**src/rtl/slle_pkg.sv**
```systemverilog
// Shared types and codes for the singly linked list engine.
// Depends on nothing; the top level and the allocator import it.
package slle_pkg;

	// Result fields are fixed by the port definition
	localparam int FIELD_W    = 32;
	localparam int EXT_W      = 64;
	// Widest node index, for the largest supported pool
	localparam int SLOT_MAX_W = 11;

	typedef enum logic [1:0] {
		REQ_PUSH_FRONT = 2'd0,
		REQ_PUSH_BACK  = 2'd1,
		REQ_DELETE     = 2'd2,
		REQ_READ_OUT   = 2'd3
	} req_t;

	typedef enum logic [1:0] {
		STAT_OK        = 2'd0,
		STAT_FULL      = 2'd1,
		STAT_NOT_FOUND = 2'd2,
		STAT_EMPTY     = 2'd3
	} status_t;

	typedef enum logic [2:0] {
		S_IDLE,
		S_ALLOC,
		S_LINK_TAIL,
		S_DEL_WALK,
		S_RD_WALK,
		S_RESP
	} state_t;

	// Sequencer to allocator
	typedef struct packed {
		logic                  scan;
		logic                  release_en;
		logic [SLOT_MAX_W-1:0] rel_slot;
	} alloc_req_t;

	// Allocator to sequencer
	typedef struct packed {
		logic                  found;
		logic [SLOT_MAX_W-1:0] slot;
	} alloc_rsp_t;

endpackage

```
**src/rtl/singly_linked_list_engine.sv**
```systemverilog
// Top level of the singly linked list engine: request sequencer, node memories, result register.
// Depends on slle_pkg, slle_ram and slle_alloc.
//
// The engine keeps a list of up to CAPACITY nodes in two one-port-read RAMs (node values and
// next links) and handles one request at a time. Insert at front or back takes the lowest free
// node, searching the free flags in groups of up to 16 nodes, and an insert at the back of a
// non-empty list then writes the old tail's link separately. Delete walks from the head through
// the link memory, one node per cycle, until the first match or the last node. Read-out streams
// one value per cycle from head to tail and pauses whenever the result side stalls. The walk
// through the link RAM makes one registered read per node. A final result can wait in the
// output register while the next request is already taken in. Node RAMs need no clearing after
// reset: walks only ever follow links that were written.
module singly_linked_list_engine
	import slle_pkg::*;
#(
	parameter int CAPACITY   = 16,
	parameter int DATA_WIDTH = 32
) (
	input  logic                              clk,
	input  logic                              arst_n,
	// request channel
	input  logic                              in_valid,
	output logic                              in_stall,
	input  logic [1:0]                        req_type,
	input  logic signed [FIELD_W-1:0]         value,
	// result channel
	output logic                              out_valid,
	input  logic                              out_stall,
	output logic [1:0]                        status,
	output logic signed [FIELD_W-1:0]         item_value,
	output logic [$clog2(CAPACITY+1)-1:0]     entry_total,
	output logic                              last_result
);

	localparam int IDX_W = $clog2(CAPACITY);
	localparam int CNT_W = $clog2(CAPACITY + 1);

	// sequencer state and list bookkeeping
	state_t                state_q, state_d;
	req_t                  req_q;
	status_t               st_q;
	logic [DATA_WIDTH-1:0] data_q;
	logic [CNT_W-1:0]      cnt_q;
	logic [CNT_W-1:0]      n_q;
	logic [IDX_W-1:0]      head_q, tail_q, cur_q, prev_q, slot_q;

	// result register
	logic                  out_valid_q;
	status_t               out_status_q;
	logic [FIELD_W-1:0]    out_item_q;
	logic [CNT_W-1:0]      out_total_q;
	logic                  out_last_q;

	// memory ports
	logic                  rd_re;
	logic [IDX_W-1:0]      rd_addr;
	logic [DATA_WIDTH-1:0] val_rd;
	logic [IDX_W-1:0]      link_rd;
	logic                  val_we;
	logic [IDX_W-1:0]      val_waddr;
	logic                  link_we;
	logic [IDX_W-1:0]      link_waddr;
	logic [IDX_W-1:0]      link_wdata;

	alloc_req_t            alloc_req;
	alloc_rsp_t            alloc_rsp;
	logic [IDX_W-1:0]      new_slot;

	// decoded conditions
	req_t                  req_in;
	logic                  accept;
	logic                  full;
	logic                  empty;
	logic                  match;
	logic                  walk_last;
	logic                  out_free;
	logic                  out_load;
	status_t               out_status_d;
	logic [FIELD_W-1:0]    out_item_d;
	logic                  out_last_d;

	logic signed [EXT_W-1:0] value_ext;
	logic [DATA_WIDTH-1:0]   data_in;
	logic [EXT_W-1:0]        val_ext;

	// Sign-extend the request value, then keep DATA_WIDTH bits of it
	assign value_ext = EXT_W'(value);
	assign data_in   = value_ext[DATA_WIDTH-1:0];
	// Stored value back to the 32-bit result field, sign-extended from DATA_WIDTH
	assign val_ext   = EXT_W'($signed(val_rd));

	assign req_in    = req_t'(req_type);
	assign in_stall  = (state_q != S_IDLE);
	assign accept    = in_valid && (state_q == S_IDLE);
	assign full      = (cnt_q == CNT_W'(CAPACITY));
	assign empty     = (cnt_q == '0);
	assign match     = (val_rd == data_q);
	assign walk_last = ((n_q + CNT_W'(1)) == cnt_q);
	assign out_free  = !out_valid_q || !out_stall;
	assign new_slot  = alloc_rsp.slot[IDX_W-1:0];

	slle_ram #(
		.WIDTH(DATA_WIDTH),
		.DEPTH(CAPACITY)
	) u_value_ram (
		.clk  (clk),
		.we   (val_we),
		.waddr(val_waddr),
		.wdata(data_q),
		.re   (rd_re),
		.raddr(rd_addr),
		.rdata(val_rd)
	);

	slle_ram #(
		.WIDTH(IDX_W),
		.DEPTH(CAPACITY)
	) u_link_ram (
		.clk  (clk),
		.we   (link_we),
		.waddr(link_waddr),
		.wdata(link_wdata),
		.re   (rd_re),
		.raddr(rd_addr),
		.rdata(link_rd)
	);

	slle_alloc #(
		.CAPACITY(CAPACITY)
	) u_alloc (
		.clk   (clk),
		.arst_n(arst_n),
		.req   (alloc_req),
		.rsp   (alloc_rsp)
	);

	// Next state
	always_comb begin
		state_d = state_q;
		case (state_q)
			S_IDLE: begin
				if (in_valid) begin
					case (req_in)
						REQ_PUSH_FRONT, REQ_PUSH_BACK: state_d = full  ? S_RESP : S_ALLOC;
						REQ_DELETE:                    state_d = empty ? S_RESP : S_DEL_WALK;
						REQ_READ_OUT:                  state_d = empty ? S_RESP : S_RD_WALK;
						default:                       state_d = S_IDLE;
					endcase
				end
			end
			S_ALLOC: begin
				if (alloc_rsp.found) begin
					state_d = (req_q == REQ_PUSH_BACK && !empty) ? S_LINK_TAIL : S_RESP;
				end
			end
			S_LINK_TAIL: state_d = S_RESP;
			S_DEL_WALK: begin
				if (match || walk_last) begin
					state_d = S_RESP;
				end
			end
			S_RD_WALK: begin
				if (out_free && walk_last) begin
					state_d = S_IDLE;
				end
			end
			S_RESP: begin
				if (out_free) begin
					state_d = S_IDLE;
				end
			end
			default: state_d = S_IDLE;
		endcase
	end

	// Memory, allocator and result controls
	always_comb begin
		rd_re                = 1'b0;
		rd_addr              = head_q;
		val_we               = 1'b0;
		val_waddr            = new_slot;
		link_we              = 1'b0;
		link_waddr           = new_slot;
		link_wdata           = '0;
		alloc_req.scan       = 1'b0;
		alloc_req.release_en = 1'b0;
		alloc_req.rel_slot   = SLOT_MAX_W'(cur_q);
		out_load             = 1'b0;
		out_status_d         = st_q;
		out_item_d           = '0;
		out_last_d           = 1'b1;
		case (state_q)
			S_IDLE: begin
				// open a walk at the head
				if (accept && !empty && (req_in == REQ_DELETE || req_in == REQ_READ_OUT)) begin
					rd_re = 1'b1;
				end
			end
			S_ALLOC: begin
				alloc_req.scan = 1'b1;
				if (alloc_rsp.found) begin
					val_we  = 1'b1;
					link_we = 1'b1;
					// front insert points at the old head, others end the list
					if (req_q == REQ_PUSH_FRONT && !empty) begin
						link_wdata = head_q;
					end
				end
			end
			S_LINK_TAIL: begin
				link_we    = 1'b1;
				link_waddr = tail_q;
				link_wdata = slot_q;
			end
			S_DEL_WALK: begin
				if (match) begin
					alloc_req.release_en = 1'b1;
					// unlink from the previous node unless the match is the head
					if (n_q != '0) begin
						link_we    = 1'b1;
						link_waddr = prev_q;
						link_wdata = link_rd;
					end
				end else if (!walk_last) begin
					rd_re   = 1'b1;
					rd_addr = link_rd;
				end
			end
			S_RD_WALK: begin
				out_status_d = STAT_OK;
				out_item_d   = val_ext[FIELD_W-1:0];
				out_last_d   = walk_last;
				if (out_free) begin
					out_load = 1'b1;
					if (!walk_last) begin
						rd_re   = 1'b1;
						rd_addr = link_rd;
					end
				end
			end
			S_RESP: begin
				out_load = out_free;
			end
			default: begin
			end
		endcase
	end

	// Sequencer registers and list bookkeeping
	always_ff @(posedge clk or negedge arst_n) begin
		if (!arst_n) begin
			state_q <= S_IDLE;
			cnt_q   <= '0;
			head_q  <= '0;
			tail_q  <= '0;
		end else begin
			state_q <= state_d;
			case (state_q)
				S_ALLOC: begin
					if (alloc_rsp.found) begin
						cnt_q <= cnt_q + CNT_W'(1);
						if (empty) begin
							head_q <= new_slot;
							tail_q <= new_slot;
						end else if (req_q == REQ_PUSH_FRONT) begin
							head_q <= new_slot;
						end
					end
				end
				S_LINK_TAIL: begin
					tail_q <= slot_q;
				end
				S_DEL_WALK: begin
					if (match) begin
						cnt_q <= cnt_q - CNT_W'(1);
						if (n_q == '0) begin
							head_q <= link_rd;
						end else if (cur_q == tail_q) begin
							// deleting the tail: the tail moves back one node
							tail_q <= prev_q;
						end
					end
				end
				default: begin
				end
			endcase
		end
	end

	// Per-request working registers
	always_ff @(posedge clk) begin
		case (state_q)
			S_IDLE: begin
				if (accept) begin
					req_q  <= req_in;
					data_q <= data_in;
					n_q    <= '0;
					cur_q  <= head_q;
					prev_q <= head_q;
					case (req_in)
						REQ_PUSH_FRONT, REQ_PUSH_BACK: st_q <= STAT_FULL;
						REQ_DELETE:                    st_q <= STAT_NOT_FOUND;
						REQ_READ_OUT:                  st_q <= STAT_EMPTY;
						default:                       st_q <= STAT_OK;
					endcase
				end
			end
			S_ALLOC: begin
				if (alloc_rsp.found) begin
					slot_q <= new_slot;
					st_q   <= STAT_OK;
				end
			end
			S_DEL_WALK: begin
				if (match) begin
					st_q <= STAT_OK;
				end else if (!walk_last) begin
					// advance one node
					prev_q <= cur_q;
					cur_q  <= link_rd;
					n_q    <= n_q + CNT_W'(1);
				end
			end
			S_RD_WALK: begin
				if (out_free && !walk_last) begin
					n_q <= n_q + CNT_W'(1);
				end
			end
			default: begin
			end
		endcase
	end

	// Result register: load when empty or when the waiting transfer completes
	always_ff @(posedge clk or negedge arst_n) begin
		if (!arst_n) begin
			out_valid_q <= 1'b0;
		end else if (out_load) begin
			out_valid_q <= 1'b1;
		end else if (!out_stall) begin
			out_valid_q <= 1'b0;
		end
	end

	always_ff @(posedge clk) begin
		if (out_load) begin
			out_status_q <= out_status_d;
			out_item_q   <= out_item_d;
			out_total_q  <= cnt_q;
			out_last_q   <= out_last_d;
		end
	end

	assign out_valid   = out_valid_q;
	assign status      = out_status_q;
	assign item_value  = out_item_q;
	assign entry_total = out_total_q;
	assign last_result = out_last_q;

`ifndef ASSERT_OFF
	a_count_bound: assert property (@(posedge clk) disable iff (!arst_n)
		cnt_q <= CNT_W'(CAPACITY))
		else $error("entry count above pool size");

	a_walk_nonempty: assert property (@(posedge clk) disable iff (!arst_n)
		(state_q == S_RD_WALK || state_q == S_DEL_WALK) |-> !empty)
		else $error("list walk on an empty list");

	a_no_overwrite: assert property (@(posedge clk) disable iff (!arst_n)
		out_load |-> out_free)
		else $error("result register overwritten before transfer");

	a_tail_link_once: assert property (@(posedge clk) disable iff (!arst_n)
		state_q == S_LINK_TAIL |=> state_q == S_RESP && tail_q == $past(slot_q))
		else $error("tail not advanced after back insert");
`endif

endmodule

```
**src/rtl/slle_ram.sv**
```systemverilog
// Generic single-write, single-read RAM with a registered read port.
// No dependencies.
module slle_ram #(
	parameter int WIDTH = 32,
	parameter int DEPTH = 16
) (
	input  logic                     clk,
	input  logic                     we,
	input  logic [$clog2(DEPTH)-1:0] waddr,
	input  logic [WIDTH-1:0]         wdata,
	input  logic                     re,
	input  logic [$clog2(DEPTH)-1:0] raddr,
	output logic [WIDTH-1:0]         rdata
);

	logic [WIDTH-1:0] mem [DEPTH];
	logic [WIDTH-1:0] rdata_q;

	always_ff @(posedge clk) begin
		if (we) begin
			mem[waddr] <= wdata;
		end
		// hold read data while no read is issued
		if (re) begin
			rdata_q <= mem[raddr];
		end
	end

	assign rdata = rdata_q;

endmodule

```
**src/rtl/slle_alloc.sv**
```systemverilog
// Free-node tracker: one flag per node, lowest-free search over chunks of nodes.
// Depends on slle_pkg for the request and response structs.
module slle_alloc
	import slle_pkg::*;
#(
	parameter int CAPACITY = 16
) (
	input  logic       clk,
	input  logic       arst_n,
	input  alloc_req_t req,
	output alloc_rsp_t rsp
);

	localparam int IDX_W   = $clog2(CAPACITY);
	localparam int CHUNK_W = (CAPACITY < 16) ? CAPACITY : 16;
	localparam int NCHUNK  = (CAPACITY + CHUNK_W - 1) / CHUNK_W;
	localparam int CH_W    = (NCHUNK > 1) ? $clog2(NCHUNK) : 1;
	localparam int ENC_W   = $clog2(CHUNK_W);

	logic [CAPACITY-1:0] free_q;
	logic [CH_W-1:0]     ch_q;
	logic [CHUNK_W-1:0]  chunk;
	logic [ENC_W-1:0]    enc;
	logic                found;
	logic [IDX_W-1:0]    slot_idx;
	logic [IDX_W-1:0]    rel_idx;

	// gather the current chunk; nodes past the pool end read as taken
	always_comb begin
		int base;
		base = int'(ch_q) * CHUNK_W;
		for (int b = 0; b < CHUNK_W; b++) begin
			chunk[b] = ((base + b) < CAPACITY) ? free_q[IDX_W'(base + b)] : 1'b0;
		end
	end

	// lowest set bit of the chunk
	always_comb begin
		enc = '0;
		for (int b = CHUNK_W - 1; b >= 0; b--) begin
			if (chunk[b]) begin
				enc = ENC_W'(b);
			end
		end
	end

	assign found    = |chunk;
	assign slot_idx = IDX_W'(int'(ch_q) * CHUNK_W + int'(enc));
	assign rel_idx  = req.rel_slot[IDX_W-1:0];

	assign rsp.found = req.scan && found;
	assign rsp.slot  = SLOT_MAX_W'(slot_idx);

	always_ff @(posedge clk or negedge arst_n) begin
		if (!arst_n) begin
			free_q <= '1;
			ch_q   <= '0;
		end else begin
			if (req.scan) begin
				if (found) begin
					// claim the node and restart the next search at chunk zero
					free_q[slot_idx] <= 1'b0;
					ch_q             <= '0;
				end else begin
					ch_q <= ch_q + CH_W'(1);
				end
			end else begin
				ch_q <= '0;
			end
			if (req.release_en) begin
				free_q[rel_idx] <= 1'b1;
			end
		end
	end

`ifndef ASSERT_OFF
	a_no_scan_release: assert property (@(posedge clk) disable iff (!arst_n)
		!(req.scan && req.release_en))
		else $error("allocation and release in the same cycle");

	a_release_taken: assert property (@(posedge clk) disable iff (!arst_n)
		req.release_en |-> !free_q[rel_idx])
		else $error("release of a node that is already free");

	a_claim_clears: assert property (@(posedge clk) disable iff (!arst_n)
		(req.scan && found) |=> !free_q[$past(slot_idx)])
		else $error("claimed node still marked free");
`endif

endmodule
```
**config.mk**
```make
export PLATFORM = sky130hd
export DESIGN_NAME = singly_linked_list_engine
export DESIGN_NICKNAME = d
export VERILOG_FILES = /design/src/rtl/slle_pkg.sv /design/src/rtl/singly_linked_list_engine.sv /design/src/rtl/slle_ram.sv /design/src/rtl/slle_alloc.sv
export SDC_FILE = /design/constraint.sdc
export NUM_CORES = 1
export LEC_CHECK = 0
export BUFFER_PORTS_ARGS = -buffer_cell sky130_fd_sc_hd__buf_2
export CAP_MARGIN = 20
export CORE_MARGIN = 2
export CORE_UTILIZATION = 40
export DETAILED_ROUTE_END_ITERATION = 7
export PLACE_DENSITY = 0.65
export SLEW_MARGIN = 25
export SYNTH_ARGS = -nofsm -noshare
export SYNTH_HDL_FRONTEND = slang
export SYNTH_SLANG_ARGS = --single-unit
```
**constraint.sdc**
```tcl
create_clock -name clk -period 4.2 [get_ports clk]
set_input_delay 0.21 -clock clk [delete_from_list [all_inputs] [get_ports clk]]
set_output_delay 0.21 -clock clk [all_outputs]
set_load 0.02 [all_outputs]
```
# --- Word level (Yosys, flattened, before mapping) ---
# Memory sizes are Yosys's and may differ from the RTL's. A register that Yosys moved wholly into a read port is not among the register bits.
# Index checks and enable logic that the tools add are counted.
totals:
  reg_bits: 127
  mem_count: 2
  mem_bits_rw: 576
  wordCells: 309
classes:
  eq_ne: 29
  n_addsub: 20
  order_cmp: 35
  n_reduce_logical: 40
  muxes: 162
  bitwise_logic: 3
mem_list:
  columns: ["name", "words", "width", "read_ports", "rd_ports_with_merged_regs", "write_ports", "line_no", "rtl"]
  rows:
  - ["u_value_ram.mem", 16, 32, 1, 1, 1, "slle_ram.sv:16", "logic [WIDTH-1:0] mem [DEPTH];"]
  - ["u_link_ram.mem", 16, 4, 1, 1, 1, "slle_ram.sv:16", null]
ops:
  columns: ["op", "n"]
  rows:
  - ["$lt 32x6->1 const B", 15]
  - ["$mux 4", 40]
  - ["$lt 4x6->1 const B", 15]
  - ["$mux 1", 69]
  - ["$bmux 1 s4", 15]
  - ["$add 5x4->6 const B", 8]
  - ["$mux 16", 3]
  - ["$pmux 4 s2", 5]
  - ["$eq 32x32->1", 1]
  - ["$mux 5", 6]
  - ["$ne 2x2->1 const B", 14]
  - ["$add 5x3->6 const B", 4]
  - ["$mux 3", 8]
  - ["$pmux 4 s3", 2]
  - ["$pmux 3 s6", 1]
  - ["$and 16x16->16", 1]
  - ["$not 16->16", 1]
  - ["$or 16x16->16", 1]
  - ["$reduce_or 16->1", 1]
  - ["$pmux 5 s3", 1]
  - ["$reduce_and 5->1", 3]
  - ["$add 5x2->6 const B", 2]
  - ["$pmux 2 s3", 2]
  - ["$reduce_bool 3->1", 4]
  - ["other kinds (37)", 67]

# --- Logic depth before layout (Yosys ltp) ---
# Gate-level depths: netlist of run 1.
depth:
  word_depth: 32
  ltp_mapped: 13

# --- By module ---
# Synthesis of run 1 repeated with hierarchy kept, for this count alone.
hier_totals:
  hier_cells: 1479
  area_unflattened_um2: 29106.7
by_module_without_submodules:
  columns: ["mod", "cells_per_inst", "area_per_inst_um2", "n_inst"]
  rows:
  - ["slle_ram at u_value_ram", 838, 20155.6, 1]
  - ["singly_linked_list_engine", 388, 5138.7, 1]
  - ["slle_ram at u_link_ram", 130, 2706.3, 1]
  - ["slle_alloc", 123, 1106.1, 1]

# --- Least setup slack after synthesis of run 1 ---
# No wires, ideal clock.
synth_timing:
  path_type: "reg-to-reg"
  from: "register state_q[0]"
  to: "register u_link_ram.rdata_q[0] (netlist: u_link_ram.rdata[0]), read port of u_link_ram.mem (enable)"
  setup_time_ns: 0.479
  path_buffers: 2
  slack_ns: 0.023
  arrival_ns: 3.697
  required_ns: 3.721
  path_stages_with_launch: 6
  path_cell_list: "dfrtp_1 buf_2 buf_1 nor2_1 nand2_1 o21ai_0"
synth_between:
  elab_chain_cells: 6
  elab_cells_between_ends: 9
synth_lines:
  columns: ["item", "line_no", "rtl"]
  rows:
  - ["from (decl)", "singly_linked_list_engine.sv:39", "state_t state_q, state_d;"]
  - ["from (signal assigned)", "singly_linked_list_engine.sv:257", "state_q <= state_d;"]
  - ["$logic_not 3->1", "singly_linked_list_engine.sv:94, singly_linked_list_engine.sv:192", null]
  - ["$logic_and 1x1->1", "singly_linked_list_engine.sv:94", "assign accept = in_valid && (state_q == S_IDLE);"]
  - ["$logic_and 1x1->1 (2 in series)", "singly_linked_list_engine.sv:195", "if (accept && !empty && (req_in == REQ_DELETE || req_in == REQ_READ_OUT)) begin"]
  - ["$mux 1", "singly_linked_list_engine.sv:195", null]
  - ["$pmux 1 s3 *", "singly_linked_list_engine.sv:192", "case (state_q)"]
  - ["via rd_re", "singly_linked_list_engine.sv:55", "logic rd_re;"]
  - ["to (decl)", "slle_ram.sv:17", "logic [WIDTH-1:0] rdata_q;"]
# Mark *: on every way through the listed nets, which the timed path passes. The rest lies on a longest branch.
# A chain may end at the register's enable or synchronous reset.

# --- Worst setup path in the final report of run 1 ---
layout_timing:
  from: "register data_q[25]"
  to: "register u_value_ram.rdata_q[19] (netlist: u_value_ram.rdata[19]), read port of u_value_ram.mem, data pin"
layout_between:
  elab_chain_cells: 3
  elab_cells_between_ends: 5
layout_lines:
  columns: ["item", "line_no", "rtl"]
  rows:
  - ["from (decl)", "singly_linked_list_engine.sv:42", "logic [DATA_WIDTH-1:0] data_q;"]
  - ["from (signal assigned)", "singly_linked_list_engine.sv:296", "data_q <= data_in;"]
  - ["$eq 32x32->1 *", "singly_linked_list_engine.sv:97", "assign match = (val_rd == data_q);"]
  - ["$mux 1 or $mux 4 (tied branches)", "singly_linked_list_engine.sv:216", "if (match) begin"]
  - ["$pmux 1 s3 or $pmux 4 s2 (tied branches)", "singly_linked_list_engine.sv:192", null]
  - ["to (decl)", "slle_ram.sv:17", null]
# Mark *: on every way between the ends. The rest lies on a longest branch, timed or not.

==> qor.yml, run 1 <==
setup_path:
  required_ps: 4580
  worstPathMaxFanout: 17
  setup.worst_path.end_class: "flop"
  critPathLaunchType: "flop"
  crit_chain: "xor2_1 > nor4_2 > nand4_2 > o311ai_4 > buf_4 > buf_12 > mux2i_4 > buf_12 > buf_4 > mux2i_1 > a32oi_1 > and4_1"
  crit_slowest_cell: "edfxtp_1"
  rr_startpoint: "data_q[25]$_DFFE_PP_"
  max_stage_delay_ps: 610
  critPathKind: "reg2reg"
  reg2reg_depth: 12
  cp.arrival_ps: 4240
  startpoint: "data_q[25]$_DFFE_PP_"
clocking:
  clock_latency_ps: 630
  tritoncts: "done"
  clock_path_buffers: 3
  cts_inserted_buffers: 77
  path_clk_slew_ps: 60
  cts.sinks: 739
  h-tree-depth: 3
  cts_setup_buffers: 0
  root_buffer: "clkbuf_16"
die:
  initial_core_util_pct: 40.4
  ios: 80
  dieArea_um2: 75800
  core-area_um2: 73000
  num_rows: 99
  die_width_um: 275
  die_y_um: 275
final_layout:
  final_util_pct: 48.3
  fillers: 6082
  drive_above_1_share_pct: 18.7
  multi_input_area_um2: 6920
  fin_nets: 2186
  area_growth_pct: 19.7
  antenna_cells: 0
  regArea_um2: 22000
global_routing:
  grt_pass1_vias: 17640
  grt-ovfl-total: 0
  antenna_found_initial: 2
  grt_use_total_pct: 20.6
  grt_pass1_wl_um: 115000
  grt_max_degree: 47
timing:
  slew_violations: 0
  timing.fmax_ghz: 0.259
  hold_viol_final: 0
  setup_viol: 0
  hold-worst-slack_ps: 243
  max_slew_margin_pct: 36.8
  skew_ps: 21.8
  tightest_slew_ps: 946
  rsz0062_at_grt: "false"
  finalCriticalPeriod_ps: 3870
  finalCritPeriodShare_pct: 92.0
  finalSetupTns_ps: 0
  fin_ws_ps: 335
route:
  final_antenna_net_count: 0
  routedWlPerCell_um: 24.9
  dr.pass1.iters: 8
  wirelength_um: 78500
  drt_iter0_drc: 2120
  vias_per_cell: 5.64
  drc_errors: 0
  num_vias: 17804
logic_synthesis:
  synth_area_um2: 29400
  ys_seq_elements: 739
  synth-main-ff-cell: "edfxtp_1"
  synth_top_area_cell: "edfxtp_1"
  synth_enable_flop_cells: 705
  netlist.area_leader.share_pct: 71.9
  synth_cells: 1889
  ys_seq_area_share_pct: 74.8
  async_flop_share_pct: 4.60
  avgSynthCellArea_um2: 15.6
  yosys-top-cells-area: "edfxtp_1, mux2i_1, nand2_1"
  yosysWarnings: 0
  synthDistinctLibCells: 68
  synth_nets: 1933
power:
  share_comb_of_total_power_pct: 30.4
  vdd_drop_max_v: 0.000495
  intPower_uw: 16100
  switching_share_pct: 32.9
  clockPowerShare_pct: 28.6
  power_density_nw_per_um2: 682
  netSwitchingPower_uw: 7910
  p_leak_uw: 0.0125
  p_seq_share_pct: 41.0
min_path:
  hp-class: "in2async"
placement:
  port_buffers: 79
  dp_hpwl_um: 46000
  place_congestion: 0.880
  dp_slack_ps: 417
run:
  drv_cap: 0
outcome:
  outcome: "completed"
## layout make-up
class	instances	share of cell area [%]
Clock buffer	91	5.73
Clock inverter	45	1.50
Inverter	28	0.305
Multi-Input combinational cell	1024	19.6
Sequential cell	739	62.5
Tap cell	959	3.40
Timing Repair Buffer	272	6.94
## worst max-delay path: cells and delay by family (launching register included)
family | cells | cell delay (ps)
AND/OR/NAND/NOR | 3 | 1000
buffers and inverters | 4 | 750
flip-flops | 1 | 610
multiplexers | 2 | 500
AO/OA/AOI/OAI | 2 | 440
XOR/XNOR | 1 | 290
## power groups by stage
| stage | registers [uW] | clock network, uW | logic, uW |
|---|---|---|---|
| detailed placement | 10000 | 0 | 7270 |
| global placement | 10000 | 0 | 7150 |
| CTS | 9860 | 6980 | 7330 |
| global route | 9930 | 7270 | 7790 |
| finish | 9860 | 6870 | 7310 |
| floorplan | 10000 | 0 | 4130 |
## worst paths after layout
check / endpoint / slack, ps
max: u_value_ram.rdata[19]$_DFFE_PP_ / 330
min: cnt_q[3]$_DFFE_PN0P_ / 240
max reg2reg: u_value_ram.rdata[19]$_DFFE_PP_ / 330
min reg2reg: u_alloc.free_q[14]$_DFF_PN1_ / 490
max in group asynchronous: head_q[1]$_DFFE_PN0P_ / 3450
min in group clk: data_q[10]$_DFFE_PP_ / 290
## logic make-up (layout without fill, tap and decap cells)
group,after synthesis,after routing,share of synthesized area (%)
compound gates,233,233,6.46
mux,163,163,5.59
simple gates,571,571,9.05
fa+ha+maj,6,6,0.280
xor+xnor,51,51,1.56
flops,739,739,74.8
buf+inv,126,436,2.22
## flip-flops by register name, indices dropped and copies added (netlist names), 5 cells and up
name,count
cnt_q,5
item_value,32
u_alloc.free_q,16
data_q,32
u_value_ram.mem,512
n_q,5
entry_total,5
u_value_ram.rdata,32
u_link_ram.mem,64
## repair_timing
action                                  4_1_cts  5_1_grt
endpoints found under the hold margin        56        0
endpoints found under the setup margin        0        0
hold buffers                                 36        0
resized for setup                             0        0
## routing by layer
layer  global-route usage (%)  vias to the layer above  part of all wire (%)  wire (um)
met3                     3.34                      116                   7.7       6050
li1                         -                     7822                     -          -
met4                     5.86                        0                   2.5       1960
met5                        0                        -                     0          0
met2                     33.7                      815                    48      37400
met1                     28.6                     9051                    42      33100
## synth_stat cells (3+ instances only)
master and count:
clkbuf_1 43, buf_4 4, nor2b_1 11, o211ai_1 3
a21o_1 6, dfstp_2 16, dfrtp_1 18, nor3_1 17
nor4_2 3, buf_8 4, or3_1 5, nand4b_1 3
nor2_1 55, inv_1 27, and3_1 37, mux2i_1 154
o31ai_1 7, xnor2_1 9, and4_1 36, nand2_1 354
o21ai_0 22, a211oi_1 5, ha_1 5, mux2_2 8
a32oi_1 145, nor4_1 16, nand3_1 12, a21oi_1 12
a22o_1 9, xor2_1 41, a22oi_1 5, buf_2 35
buf_6 8, nand3b_1 4, buf_1 3, edfxtp_1 705
nor3b_1 3
## stage by stage
stage               total power [uW]  cell area, um2  instances
floorplan                      14100           29400       1889
global placement               17200           32300       2986
detailed placement             17300           32400       2986
CTS                            24200           35300       3158
global route                   25000           35300       3158
finish                         24000           35300       3158
## placed cells by master, fill, tap and decap left out, types with 4 or more instances in the layout
cell type / n
dfrtp_1: 18
nor2b_1: 11
nand3b_1: 4
ha_1: 5
clkinv_2: 11
nor2_4: 12
nor3_1: 16
a32oi_1: 145
clkinv_1: 12
buf_4: 116
nand3_1: 12
dlygate4sd3_1: 36
edfxtp_1: 705
a22o_1: 9
o21ai_0: 21
clkinvlp_4: 8
and3_1: 37
nor2_1: 47
clkbuf_16: 79
nand2_1: 354
inv_1: 17
and4_1: 36
xor2_1: 41
mux2i_1: 152
buf_12: 41
xnor2_1: 9
a21oi_1: 12
a22oi_1: 5
o31ai_1: 7
a21o_1: 6
nor4_1: 16
inv_2: 9
mux2_2: 8
a211oi_1: 5
bufinv_16: 9
dfstp_2: 16
buf_2: 79
or3_1: 5
clkbuf_1: 12
Power figures use the tool's default switching activity.
==> inputs of run 2 (changes only) <==
--- a/config.mk
+++ b/config.mk
@@ -7,7 +7,6 @@
 export LEC_CHECK = 0
 export BUFFER_PORTS_ARGS = -buffer_cell sky130_fd_sc_hd__buf_2
 export CAP_MARGIN = 20
-export CORE_MARGIN = 2
 export CORE_UTILIZATION = 40
 export DETAILED_ROUTE_END_ITERATION = 7
 export PLACE_DENSITY = 0.65
==> run 2 against run 1 <==
Die area is 1.4% lower. Combinational power is 4.4% lower. Sequential share of layout area is 0.72 points higher. Hold slack better by 1.2 ps. Setup slack worse by 200 ps. First-iteration DRC count is 1.8% higher. Global-route usage is 0.85 points higher. Routed wire length is 2.7% higher. Final area is 1.1% lower.
==> qor.yml, run 2 (same netlist as run 1, synthesis figures left out) <==
timing:
  max_slew_margin_pct: 33.9  # was 36.8%
  finalCritPeriodShare_pct: 96.8  # was 92.0%
  skew_ps: 35.0  # was 21.8 ps
  finalSetupTns_ps: 0  # unchanged
  timing.fmax_ghz: 0.246  # was 0.259 GHz
  tightest_slew_ps: 989  # was 946 ps
  slew_violations: 0  # unchanged
  hold_viol_final: 0  # unchanged
  finalCriticalPeriod_ps: 4070  # was 3870 ps
  rsz0062_at_grt: "false"  # unchanged
  setup_viol: 0  # unchanged
setup_path:
  critPathLaunchType: "flop"  # unchanged
  reg2reg_depth: 12  # unchanged
  setup.worst_path.end_class: "flop"  # unchanged
  required_ps: 4580  # about the same
  cpMostUsedCell: "buf_4"
  r2r-end: "u_link_ram.rdata[1]$_DFFE_PP_"  # was u_value_ram.rdata[19]$_DFFE_PP_
  worstPathMaxFanout: 32  # was 17
  cp.arrival_ps: 4440  # was 4240 ps
  crit_chain: "xor2_1 > nor4_2 > buf_4 > nand4_2 > buf_4 > o311ai_4 > buf_4 > mux2i_4 > buf_12 > mux2i_1 > a32oi_1 > and4_1"  # was xor2_1 > nor4_2 > nand4_2 > o311ai_4 > buf_4 > buf_12 > mux2i_4 > buf_12 > buf_4 > mux2i_1 > a32oi_1 > and4_1
  max_stage_delay_ps: 590  # was 610 ps
  crit_end: "u_link_ram.rdata[1]$_DFFE_PP_"  # was u_value_ram.rdata[19]$_DFFE_PP_
  startpoint: "data_q[18]$_DFFE_PP_"  # was data_q[25]$_DFFE_PP_
  crit_slowest_cell: "edfxtp_1"  # unchanged
  critPathKind: "reg2reg"  # unchanged
  rr_startpoint: "data_q[18]$_DFFE_PP_"  # was data_q[25]$_DFFE_PP_
  rrSetupSlack_ps: 130  # was 330 ps
die:
  initial_core_util_pct: 40.4  # unchanged
  die_width_um: 273  # was 275 um
  ios: 80  # unchanged
  core-area_um2: 73000  # unchanged
  dieArea_um2: 74700  # was 75800 um2
  num_rows: 99  # unchanged
  die_y_um: 273  # was 275 um
route:
  wl_met2_um: 38100  # was 37400 um
  wl_met1_um: 32300  # was 33100 um
  top_layer_used: "met5"  # was met4
  drt_iter0_drc: 2158  # was 2120
  num_vias: 17946  # was 17804
  vias_per_cell: 5.75  # was 5.64
  met3WireLength_um: 7070  # was 6050 um
  routedWlPerCell_um: 25.8  # was 24.9 um
  final_antenna_net_count: 0  # unchanged
  dr.pass1.iters: 8  # unchanged
  wirelength_um: 80600  # was 78500 um
  drc_errors: 0  # unchanged
final_layout:
  antenna_cells: 0  # unchanged
  largest-register: "u_value_ram.mem"  # unchanged
  final_util_pct: 47.8  # was 48.3%
  largest_register_ffs: 512  # unchanged
  area_growth_pct: 18.4  # was 19.7%
  layout_commonest_cell: "edfxtp_1"  # unchanged
  drive_above_1_share_pct: 17.2  # was 18.7%
  mostFrequentLayoutCells: "edfxtp_1, nand2_1, mux2i_1, a32oi_1, buf_4"  # unchanged
  top_regs: "u_value_ram.mem x512, u_link_ram.mem x64"  # unchanged
  fin_nets: 2145  # was 2186
global_routing:
  grt_use_total_pct: 21.5  # was 20.6%
  grt_pass1_vias: 17430  # was 17640
  grt_max_degree: 77  # was 47
  antenna_found_initial: 2  # unchanged
  grt-ovfl-total: 0  # unchanged
  grt_pass1_wl_um: 116000  # was 115000 um
clocking:
  tritoncts: "done"  # unchanged
  clock_latency_ps: 640  # was 630 ps
  root_buffer: "clkbuf_16"  # unchanged
  cts.sinks: 739  # unchanged
  path_clk_slew_ps: 60  # about the same
  h-tree-depth: 3  # unchanged
  cts_inserted_buffers: 77  # unchanged
  clock_path_buffers: 3  # unchanged
power:
  finalPower_uw: 23700  # was 24000 uW
  vdd_drop_max_v: 0.000649  # was 0.000495 V
  power_density_nw_per_um2: 681  # was 682 nW/um2
  p_leak_uw: 0.0123  # was 0.0125 uW
min_path:
  hp-class: "in2async"  # unchanged
placement:
  dp_hpwl_um: 44600  # was 46000 um
  place_congestion: 0.892  # was 0.880
  port_buffers: 79  # unchanged
run:
  drv_cap: 0  # unchanged
outcome:
  outcome: "completed"  # unchanged
==> run 2: cell count changes in the layout (fill, tap and decap cells not counted), moves of 2 or more <==
| cell | change |
|---|---|
| buf_4 | -30 |
| clkinv_1 | +4 |
| clkinv_2 | +3 |
| clkinvlp_4 | -6 |
| buf_12 | -13 |
| inv_6 | +2 |
==> run 2: how the worst min path moves through the flow <==
| stage | endpoint | startpoint | slack, ps |
|---|---|---|---|
| after CTS | data_q[26]$_DFFE_PP_ | value[26] | 250 |
| after global placement | tail_q[2]$_DFFE_PN0P_ | arst_n | 340 |
| after global routing | data_q[31]$_DFFE_PP_ | value[31] | 270 |
| after detailed placement | head_q[0]$_DFFE_PN0P_ | arst_n | 360 |
| after floorplan | cnt_q[0]$_DFFE_PN0P_ | arst_n | -90 |
| final | cnt_q[2]$_DFFE_PN0P_ | arst_n | 240 |
==> run 2: final cells by class <==
cell class,instances,area [um2]
Fill cell,6056,38100
Clock inverter,49,568
Multi-Input combinational cell,1024,6920
Timing Repair Buffer,231,2000
Sequential cell,739,22000
Tap cell,959,1200
Inverter,28,108
Clock buffer,92,2030
==> run 2: stage by stage <==
stage / area, um2 / setup slack [ps] / hold slack (ps) / std cells
3_5_place_dp: 31900 / 155 / 356 / 2941
6_report: 34900 / 134 / 245 / 3122
2_1_floorplan: 29400 / 23.3 / -85.6 / 1889
3_3_place_gp: 31800 / 218 / 336 / 2941
5_1_grt: 34900 / 19.1 / 269 / 3122
4_1_cts: 34800 / 107 / 251 / 3118
==> run 2: worst max-delay path, delay by kind of cell, from the launching register on <==
family | cells | cell delay, ps
buffers and inverters | 4 | 970
and+or+nand+nor | 3 | 790
muxes | 2 | 770
DFF | 1 | 590
AOI/OAI and AO/OA | 2 | 390
xor gates and xnor gates | 1 | 250
==> run 2: power breakdown <==
group          switching (uW)  internal (uW)  leakage, uW
registers                 534           9240      0.00684
clock network            2870           4100      0.00127
logic                    4550           2430      0.00415
total                    7960          15800       0.0123
==> run 2: routing by layer <==
layer | track usage (%) | vias up
li1 | - | 7756
met1 | 28.6 | 9091
met2 | 34.2 | 929
met3 | 4.23 | 168
met4 | 9.23 | 2
met5 | 0 | -
==> run 2: timing repair <==
action                                 CTS  global route
buffers inserted                         0             4
hold buffers                            36             0
resized for setup                        0             3
endpoints found under the hold margin   56             0
setup endpoints to repair                0            29
